**src/design/lds_ram.sv**
```systemverilog
// Generic single-port RAM with registered read data.
// No dependencies; used for the label rows and the per-node label counts.
module lds_ram #(
	parameter int WIDTH = 8,
	parameter int DEPTH = 16,
	localparam int AW = (DEPTH > 1) ? $clog2(DEPTH) : 1
) (
	input  logic             clk,
	input  logic             we,
	input  logic [AW-1:0]    addr,
	input  logic [WIDTH-1:0] wdata,
	output logic [WIDTH-1:0] rdata
);

	logic [WIDTH-1:0] mem [DEPTH];

	// Write on enable, register the read word every cycle
	always_ff @(posedge clk) begin
		if (we) begin
			mem[addr] <= wdata;
		end
		rdata <= mem[addr];
	end

endmodule

```
**config.mk**
```make
export PLATFORM = sky130hd
export DESIGN_NAME = lds_ram
export DESIGN_NICKNAME = d
export VERILOG_FILES = /design/src/design/lds_ram.sv
export SDC_FILE = /design/constraint.sdc
export NUM_CORES = 1
export LEC_CHECK = 0
export ABC_CLOCK_PERIOD_IN_PS = 2200
export BUFFER_PORTS_ARGS = -buffer_cell sky130_fd_sc_hd__buf_2
export CAP_MARGIN = 20
export CELL_PAD_IN_SITES_DETAIL_PLACEMENT = 2
export CELL_PAD_IN_SITES_GLOBAL_PLACEMENT = 2
export CORE_ASPECT_RATIO = 0.8
export CORE_UTILIZATION = 48
export DETAILED_ROUTE_END_ITERATION = 16
export HOLD_SLACK_MARGIN = 0.03
export PLACE_DENSITY_LB_ADDON = 0.08
export SYNTH_ARGS = -nofsm -noshare
export SYNTH_HDL_FRONTEND = slang
export SYNTH_SLANG_ARGS = --single-unit
```
**constraint.sdc**
```tcl
create_clock -name clk -period 2.2 [get_ports clk]
set_clock_uncertainty 0.2 [all_clocks]
set_input_delay 0.11 -clock clk [delete_from_list [all_inputs] [get_ports clk]]
set_output_delay 0.11 -clock clk [all_outputs]
set_load 0.02 [all_outputs]
```
After elaboration in Yosys (flattened, before gate mapping)
Memory sizes are Yosys's and may differ from the RTL's. A register that Yosys moved wholly into a read port is not among the register bits.
Index checks and enable logic that the tools add are counted.

word-level totals
  flip-flop bits (word level) = 0
  memory bits (writable) = 128
  bits of input ports = 14
  output and inout port bits = 8
  word-level logic and storage cells = 3
  memories kept = 1

memories
  name  words  width  rd ports  clocked after Yosys merged registers in  write ports  RTL line  source
  mem   16     8      1         1                                        1            15        logic [WIDTH-1:0] mem [DEPTH];

operators by class
  muxes and demuxes = 2

operator list
  kind    number
  $mux 1  2

Longest topological paths before layout
  depth after elaboration = 2
  gate-level depth with buffers = 5
  depth with buffers taken out = 3

Least setup slack after synthesis
No wires, ideal clock.

  path type = input-to-reg
  from = input addr[2]
  to = memory mem[0][0], enable pin
  setup time = 0.383 ns
  data arrival time = 1.220 ns
  required time = 1.617 ns
  path slack = 0.397 ns
  stages on the path = 2
  path buffers = 0
  cell sequence = or3b_2 > nor3_1

RTL lines
  item         RTL line  source
  from (decl)  10        input logic [AW-1:0] addr,
  to (decl)    15

Straight into the memory's write port.

==> flow_metrics.env <==
export IMPL_drt_wl_total_mm=13.4
export IMPL_fin_area_sq_um=6150
export IMPL_p_per_area_nw_per_um2=993
export IMPL_cp_end_kind="flop"
export IMPL_post_drt_wl_per_cell_um=30.3
export IMPL_cts_setup_buffers=0
export IMPL_die_area_sq_um=11000
export IMPL_worstHoldPathType="in2reg"
export IMPL_cts_repair_resized=0
export IMPL_path_max_fanout=1
export IMPL_port_buffers=21
export IMPL_clock_sinks=136
export IMPL_final_common_cell="edfxtp_1"
export IMPL_cts_root_buf="clkbuf_16"
export IMPL_cap_viol_max_count=0
export IMPL_core_area_sq_um=10200
export IMPL_slew_violations=0
export IMPL_cts_buffer_depth=2
export IMPL_grt_overflow=0
export IMPL_vias=2587
export IMPL_ioPinCount=22
export IMPL_rsz0062_at_grt="no"
export IMPL_yosysUniqueCellTypes=18
export IMPL_start_util=0.495
export IMPL_firstDrtPassIters=6
export IMPL_yosys_warnings=0
export IMPL_worst_pin_slew_ns=0.812
export IMPL_min_period_ns=1.70
export IMPL_rows=33
export IMPL_crit_type="reg2reg"
export IMPL_max_slew_margin=0.457
export IMPL_synth_fp_nets=244
export IMPL_ctsHoldBuffers=8
export IMPL_dieHeight_um=93.9
export IMPL_fin_setup_tns_ns=0
export IMPL_layout_nets=302
export IMPL_cts_buffers=17
export IMPL_clock_latency_ns=0.43
export IMPL_synth_top_cell_area_share=0.759
export IMPL_worstPathRequired_ns=2.30
export IMPL_cp_start_kind="flop"
export IMPL_gp_congestion=0.706
export IMPL_antenna_found_initial=0
export IMPL_yosysSeqAreaShare=0.790
export IMPL_yosysTopAreaCell="edfxtp_1"
export IMPL_fmax_ghz=0.588
export IMPL_cts_tree="done"
export IMPL_antenna_cells=0
export IMPL_grt_pass1_vias=2924
export IMPL_antenna_left=0
export IMPL_syn_inst=230
export IMPL_grt_first_pass_wirelength_mm=19.6
export IMPL_status="finished clean"
export IMPL_final_hold_violation_count=0
export IMPL_dp_hpwl_mm=7.59
export IMPL_ys_ff_latch=136
export IMPL_syn_area_sq_um=5070
export IMPL_die_x_um=117
export IMPL_ir_drop_mv=0.620
export IMPL_layout_drive_gt1_share=0.352
export IMPL_drc=0
export IMPL_dpl_cell_area_sq_um=5480
export IMPL_clk_pin_slew_ns=0.06
export IMPL_cts_htree_levels=4
export IMPL_crit_arrival_ns=1.81
export IMPL_power_leakage_uw=0.00204
export IMPL_grt_max_degree=20
export IMPL_avgSynthCellArea_sq_um=22.0
export IMPL_layout_common_cells="edfxtp_1, mux4_2, buf_2"
export IMPL_vias_per_cell=5.87
export IMPL_gr_usage_all_layers=0.279
export IMPL_ys_top_cells_by_area="edfxtp_1, mux4_2, dfxtp_1"
export IMPL_area_delta_synth_final_pct=21.3
export IMPL_setup_viol=0
export IMPL_period_share=0.774
export IMPL_drt_iter0_drc=253
==> sequential cells by signal, indices dropped and copies added, names as in the netlist <==
| name | cells |
|---|---|
| mem | 128 |
| rdata | 8 |
==> per-layer routing <==
metal,track usage,wire (um)
met5,0,0
met4,0.158,397
met1,0.357,5420
met3,0.0535,810
met2,0.450,6740
==> report_power, final <==
part / switching, uW / internal, uW / leakage (uW)
Combinational: 194 / 131 / 0.000551
Clock: 1180 / 1670 / 0.000265
Sequential: 26.3 / 2900 / 0.00122
Total: 1400 / 4700 / 0.00204
==> through the flow <==
stage	utilization	total power (uW)	cells	hold slack [ns]	setup slack, ns
3_5_place_dp	0.535	3280	401	0.313	0.264
4_1_cts	0.600	6140	441	0.0740	0.519
3_3_place_gp	0.535	3260	401	0.298	0.275
2_1_floorplan	-	3130	230	0.00887	0.397
5_1_grt	0.600	6250	441	0.127	0.497
6_report	0.600	6100	441	0.0877	0.498
==> final cells by class <==
type	count	area, sq um
Clock buffer	18	429
Clock inverter	14	154
Fill cell	839	4090
Multi-Input combinational cell	83	1000
Sequential cell	136	4000
Tap cell	140	175
Timing Repair Buffer	50	380
==> worst paths after layout <==
path	startpoint	to	slack, ns	cells past startpoint
max reg2reg	mem[0][0]$_DFFE_PP_	rdata[0]$_DFF_P_	0.50	3
min reg2reg	mem[15][2]$_DFFE_PP_	rdata[2]$_DFF_P_	0.51	3
max	mem[0][0]$_DFFE_PP_	rdata[0]$_DFF_P_	0.50	3
min	addr[0]	mem[0][5]$_DFFE_PP_	0.09	2
==> worst max-delay path: stages (launching register included) <==
cell and delay, ns:
edfxtp_1 0.45, mux4_2 0.50, a22oi_1 0.32, nand2_1 0.11
==> logic make-up (layout without fill, tap and decap cells) <==
kind of cell / after synthesis / in the layout / share of synthesized area
compound gates: 16 / 16 / 0.0237
buf+inv: 11 / 82 / 0.0119
flops: 136 / 136 / 0.790
mux: 32 / 32 / 0.142
simple gates: 35 / 35 / 0.0321
==> cell usage after synthesis <==
cell / n
or3b_2: 1
dfxtp_1: 8
clkbuf_2: 1
nand2b_1: 2
buf_2: 2
nand3b_1: 2
nand3_1: 1
buf_6: 2
clkbuf_1: 2
mux4_2: 32
and2_1: 1
edfxtp_1: 128
buf_1: 4
nor2_1: 13
a22oi_1: 16
nor2b_1: 2
nand2_1: 9
nor3_1: 4
(Power assumes the default switching activity.)
