`src/design/lds_pkg.sv`:
```
// Package for the label dominance store: field widths, default sizes and the
// action codes used by the top level and the testbench. No dependencies.
package lds_pkg;

	// Fixed field widths of one input beat
	localparam int ACT_W  = 2;
	localparam int NODE_W = 6;
	localparam int COST_W = 32;
	localparam int TIME_W = 31;
	localparam int LOAD_W = 16;
	localparam int VIS_W  = 64;
	localparam int TOL_W  = 16;

	// Widened limits: cost plus tolerance, time plus tolerance
	localparam int CLIM_W = COST_W + 1;
	localparam int TLIM_W = TIME_W + 1;

	// Default sizes
	localparam int NODE_COUNT_DEF      = 64;
	localparam int LABELS_PER_NODE_DEF = 16;
	localparam int MASK_BITS_DEF       = 64;

	// Tolerance after reset
	localparam logic [TOL_W-1:0] TOL_RESET = 16'd1;

	typedef enum logic [ACT_W-1:0] {
		ACT_ADD   = 2'd0,
		ACT_CHECK = 2'd1,
		ACT_CLEAR = 2'd2,
		ACT_NONE  = 2'd3
	} action_t;

endpackage

```
`src/design/lds_cmp.sv`:
```
// Shared dominance compare: tests one stored label against the limits of the
// new label. Depends on lds_pkg for the field widths.
module lds_cmp import lds_pkg::*; #(
	parameter int MASK_BITS = MASK_BITS_DEF
) (
	input  logic signed [COST_W-1:0] st_cost,
	input  logic        [TIME_W-1:0] st_time,
	input  logic        [LOAD_W-1:0] st_load,
	input  logic     [MASK_BITS-1:0] st_vis,
	input  logic signed [CLIM_W-1:0] cost_lim,
	input  logic        [TLIM_W-1:0] time_lim,
	input  logic        [LOAD_W-1:0] new_load,
	input  logic     [MASK_BITS-1:0] new_vis,
	output logic                     match
);

	logic signed [CLIM_W-1:0] st_cost_x;
	logic        [TLIM_W-1:0] st_time_x;
	logic cost_ok, time_ok, load_ok, vis_ok;

	// Widen stored values to the limit widths, then compare each resource
	always_comb begin
		st_cost_x = CLIM_W'(st_cost);
		st_time_x = {1'b0, st_time};
		cost_ok   = (st_cost_x <= cost_lim);
		time_ok   = (st_time_x <= time_lim);
		load_ok   = (st_load <= new_load);
		vis_ok    = ((st_vis & ~new_vis) == '0);
		match     = cost_ok & time_ok & load_ok & vis_ok;
	end

endmodule

```
`config.mk`:
```
export PLATFORM = sky130hd
export DESIGN_NAME = lds_cmp
export DESIGN_NICKNAME = d
export VERILOG_FILES = /design/src/design/lds_pkg.sv /design/src/design/lds_cmp.sv
export SDC_FILE = /design/constraint.sdc
export NUM_CORES = 1
export LEC_CHECK = 0
export ABC_AREA = 1
export BUFFER_PORTS_ARGS = -buffer_cell sky130_fd_sc_hd__buf_2
export CAP_MARGIN = 20
export CORE_AREA = 2 2 112 114
export DETAILED_ROUTE_END_ITERATION = 10
export DIE_AREA = 0 0 114 116
export SLEW_MARGIN = 40
export SYNTH_ARGS = -nofsm -noshare
export SYNTH_HDL_FRONTEND = slang
export SYNTH_SLANG_ARGS = --single-unit
```
`constraint.sdc`:
```
create_clock -name vclk -period 2.3
set_input_delay 0.46 -clock vclk [all_inputs]
set_output_delay 0.46 -clock vclk [all_outputs]
set_load 0.05 [all_outputs]
```
# Word level (Yosys, flattened, before mapping)
# Cells that the tools add are included.
[totals]
out_inout_bits = 1
wordCells = 9
ff_bits = 0
in_bits = 288
[classes]
n_lt_le_gt_ge = 3
reduce_logical = 1
bitwise = 5
[ops]
columns = ["op", "n"]
rows = [
  ["bitwise AND 64 bit", 1],
  ["zero test 64 bit", 1],
  ["NOT 64 bit", 1],
  ["less-or-equal comparator 32 x 33 -> 1 bit", 1],
  ["less-or-equal comparator 31 x 32 -> 1 bit", 1],
  ["less-or-equal comparator 16 bit", 1],
  ["bitwise AND 1 bit", 3],
]

# Depth between registers and ports, before layout
[depth]
depth_word = 4
ltp_mapped = 16
ltp_nobuf = 16

# Least setup slack after synthesis
# Ideal clock, no wire load.
[synth_path]
path_kind = "input to output"
startpoint = "in cost_lim[32]"
endpoint = "out match"
arrival_ps = 2052
required_time_ps = 1840
n_path_buf = 0
setup_slack_ps = -212
stages = 13
cell_sequence = "inv_1 ha_1 nand2_2 inv_2 nand2_1 nand2_1 a21oi_2 nand2_1 nor2_2 nand2_1 nand2_1 nand2_1 nor2_1"
[synth_between]
elab_chain_len = 4
[synth_rtl]
columns = ["element", "line_no", "text"]
rows = [
  ["start, declared", "lds_cmp.sv:10", "input logic signed [CLIM_W-1:0] cost_lim,"],
  ["less-or-equal comparator 32 x 33 -> 1 bit", "lds_cmp.sv:25", "cost_ok = (st_cost_x <= cost_lim);"],
  ["bitwise AND 1 bit (3 in series)", "lds_cmp.sv:29", "match = cost_ok & time_ok & load_ok & vis_ok;"],
  ["end, declared", "lds_cmp.sv:14", "output logic match"],
]
# Every way passes these cells.

# Final worst setup path
[layout_path]
startpoint = "in st_cost[26]"
endpoint = "out match"
[layout_between]
elab_chain_len = 4
[layout_rtl]
columns = ["element", "line_no", "text"]
rows = [
  ["start, declared", "lds_cmp.sv:6", "input logic signed [COST_W-1:0] st_cost,"],
  ["less-or-equal comparator 32 x 33 -> 1 bit", "lds_cmp.sv:25", ""],
  ["bitwise AND 1 bit (3 in series)", "lds_cmp.sv:29", ""],
]
# Every way passes these cells.

==> impl_results.rst <==
.. list-table::
   :header-rows: 1

   * - Metric
     - Value
   * - Site row count
     - 40
   * - Result of the run
     - finished, final reports clean
   * - Crit path DAT
     - between 1500 and 2000 ps
   * - Critical Path RT
     - 1840 ps
   * - RSZ-0062 raised after global routing
     - true
   * - Placed insts
     - 985
   * - Top cell type's share of synthesized area
     - between 30% and 40%
   * - Leakage power total
     - around 3.3 nW
   * - Count of warnings emitted by yosys
     - 0
   * - Post-layout total power
     - ~0.9 mW
   * - Final worst-path setup slack
     - between 0.3 and 0.4 ps
   * - Post-detailed-placement cell area
     - approximately 0.0046 mm²
   * - Die extent in y
     - between 100 and 150 µm
   * - Critical Path Source Type
     - input port
   * - Final setup violating endpoints
     - 0
   * - Slew margin rel.
     - roughly four fifths
   * - Num ports
     - roughly 290
   * - Combined flip-flop and latch cell area
     - 0 µm²
   * - Post-DRT Antenna Nets
     - 0
   * - Number of detailed-route iterations in the first pass
     - 4
   * - Design Area, Final
     - about 0.0054 mm²
   * - Max-slew violation count
     - 0
   * - GRT overflow
     - 0
   * - Layout overhead on the synthesized area
     - 84.5%
   * - Vias per Instance
     - around 4.1
   * - Cell breakdown of the critical path
     - buf_2, ha_4, nand2_2, nor2_4, nand3_2, nor2_4, nand2_1, nand2_1, nor2_2, nand3_2, nand2_2, nor2_2, buf_6
   * - Die area
     - approximately 0.013 mm²
   * - Max-Cap Viols
     - 0
   * - Overall routing resource usage
     - 14.3%
   * - Total nets after synthesis
     - approximately 910
   * - Initial antenna violation count
     - 1
   * - Number of standard cells in the final layout excluding fillers
     - 988
   * - Global-route wire length before repair
     - between 15000 and 20000 µm
   * - Cell type with the largest total area after synthesis
     - sky130_fd_sc_hd__ha_1
   * - Clk_buf instances
     - 0
   * - NumNets Final
     - between 1000 and 1500
   * - Remaining DRCs
     - 0
   * - Post-synthesis instance area
     - between 0.002 and 0.003 mm²
   * - Peak per-stage delay on the critical path
     - approximately 270 ps
   * - PwrDens
     - between 150 and 200 mW/mm²
   * - Number of sequential storage elements
     - 0
   * - Proportion of synthesized chip area in sequential cells
     - 0%
   * - Leading cell types by total area after synthesis
     - sky130_fd_sc_hd__ha_1 (34%), sky130_fd_sc_hd__inv_1 (22%), sky130_fd_sc_hd__nand2_1 (19%), sky130_fd_sc_hd__nor2_1 (5.8%), sky130_fd_sc_hd__o21ai_0 (5.6%)
   * - Total Wirelength
     - ~11000 µm
   * - Hold Violations, Final
     - 0
   * - Initial Utilization
     - between 20 and 25%
   * - Detail Placement HPWL
     - 9430 µm
   * - Critical-path maximum fanout
     - 2
   * - Worst voltage drop across the vdd grid
     - 0.0000787 V
   * - Worst hold-check path type
     - in -> out
   * - Critical-path top delay cell
     - sky130_fd_sc_hd__ha_4
   * - Worst Setup Slack post-DPL
     - -149 ps
   * - Count of input and output buffers
     - 289
   * - Violation count after the first detailed-route iteration
     - 82
   * - Actual transition at the worst max-transition pin
     - approximately 280 ps
   * - Fill cell instance count of the final layout
     - around 1300
   * - Vias
     - 4037
   * - Library cell with the highest instance count after synthesis
     - sky130_fd_sc_hd__inv_1
   * - Element type at the critical path end
     - primary output
   * - Core outline area
     - about 0.012 mm²
   * - Final Critical Period
     - between 2000 and 2500 ps
   * - Ratio of final minimum period to clock period
     - around 100%
   * - WL/cell
     - roughly 11 µm
   * - Final total negative setup slack
     - 0 ps
   * - Post-Synthesis Mean Instance Area
     - approximately 5.4 µm²
   * - Synthesized instance count
     - between 500 and 600
   * - CP Class
     - in -> out
   * - Horiz. Die Dim
     - between 100 and 150 µm
   * - Pin count of the biggest net entering global routing
     - 4
   * - Number of unique standard cell types used by synthesis
     - 20
   * - Via count of the first global-routing pass
     - about 3700
   * - Weighted congestion at the end of routability-driven global placement
     - between 0.8 and 0.9
   * - Most frequent cells after synthesis
     - sky130_fd_sc_hd__inv_1 (169), sky130_fd_sc_hd__nand2_1 (146), sky130_fd_sc_hd__ha_1 (80)
   * - Share of final-layout standard cells stronger than drive strength 1
     - 50.8%
   * - Top achievable clock speed
     - 0.435 GHz
cell usage in the layout, fill, tap and decap left out, types with 14 or more instances in the layout:
| master | instances |
|---|---|
| sky130_fd_sc_hd__ha_1 | 36 |
| sky130_fd_sc_hd__ha_4 | 44 |
| sky130_fd_sc_hd__inv_2 | 15 |
| sky130_fd_sc_hd__o21ai_0 | 29 |
| sky130_fd_sc_hd__a21oi_1 | 14 |
| sky130_fd_sc_hd__nor2_1 | 40 |
| sky130_fd_sc_hd__buf_2 | 281 |
| sky130_fd_sc_hd__nand2_1 | 121 |
| sky130_fd_sc_hd__nand2_2 | 27 |
| sky130_fd_sc_hd__inv_1 | 153 |
| sky130_fd_sc_hd__a21oi_2 | 17 |
stage by stage:
step                hold WS, ps  utilization (%)
finish                     1550             45.5
global route               1650             45.5
floorplan                  1300                -
detailed placement         1600             38.7
CTS                        1550             40.7
global placement           1590             38.7
critical path, delay by kind of cell:
| kind | cells | cell delay [ps] |
|---|---|---|
| and+or+nand+nor | 10 | 820 |
| adders and majority gates | 1 | 270 |
| buffers and inverters | 2 | 270 |
power breakdown:
group	leakage, nW	switching [mW]	internal, mW	total, mW
clock	0.00000634	0	0.0000000581	0.0000000581
sequential	0	0	0	0
combinational	3.30	0.408	0.470	0.877
total	3.30	0.408	0.470	0.877
per-layer routing:
layer | GRT usage [%] | part of all wire (%) | vias up
met5 | 0 | 0 | -
met4 | 1.06 | 1.1 | 0
met3 | 2.04 | 6.6 | 10
met2 | 26.5 | 48 | 142
met1 | 18.3 | 44 | 1656
li1 | - | - | 2229
cells by family after synthesis:
kind of cell             count (synthesis)  share of synthesized area (%)
adder cells (fa/ha/maj)                 80                           34.1
buffers and inverters                  172                           22.0
AO/OA/AOI/OAI                           73                           13.2
AND/OR/NAND/NOR                        218                           30.8
layout make-up:
type / count / area, µm² / share of cell area [%]
multi-input cells: 371 / 3020 / 55.8
repair buffers: 297 / 1550 / 28.7
inverters: 172 / 656 / 12.1
well taps: 147 / 184 / 3.39
diodes: 1 / 2.50 / 0.0462
path summary, 6_finish.rpt:
kind	startpoint	endpoint	cells after the start
worst max-delay path	st_cost[26]	match	13
worst min-delay path	time_lim[31]	match	9
what timing repair did:
item,4_1_cts,5_1_grt
gates resized for setup,33,98
hold buffers,0,0
buffers inserted,1,1
pin swaps,22,54
cloned,0,0
setup endpoints to repair,1,1
Power figures use the tool's default switching activity.
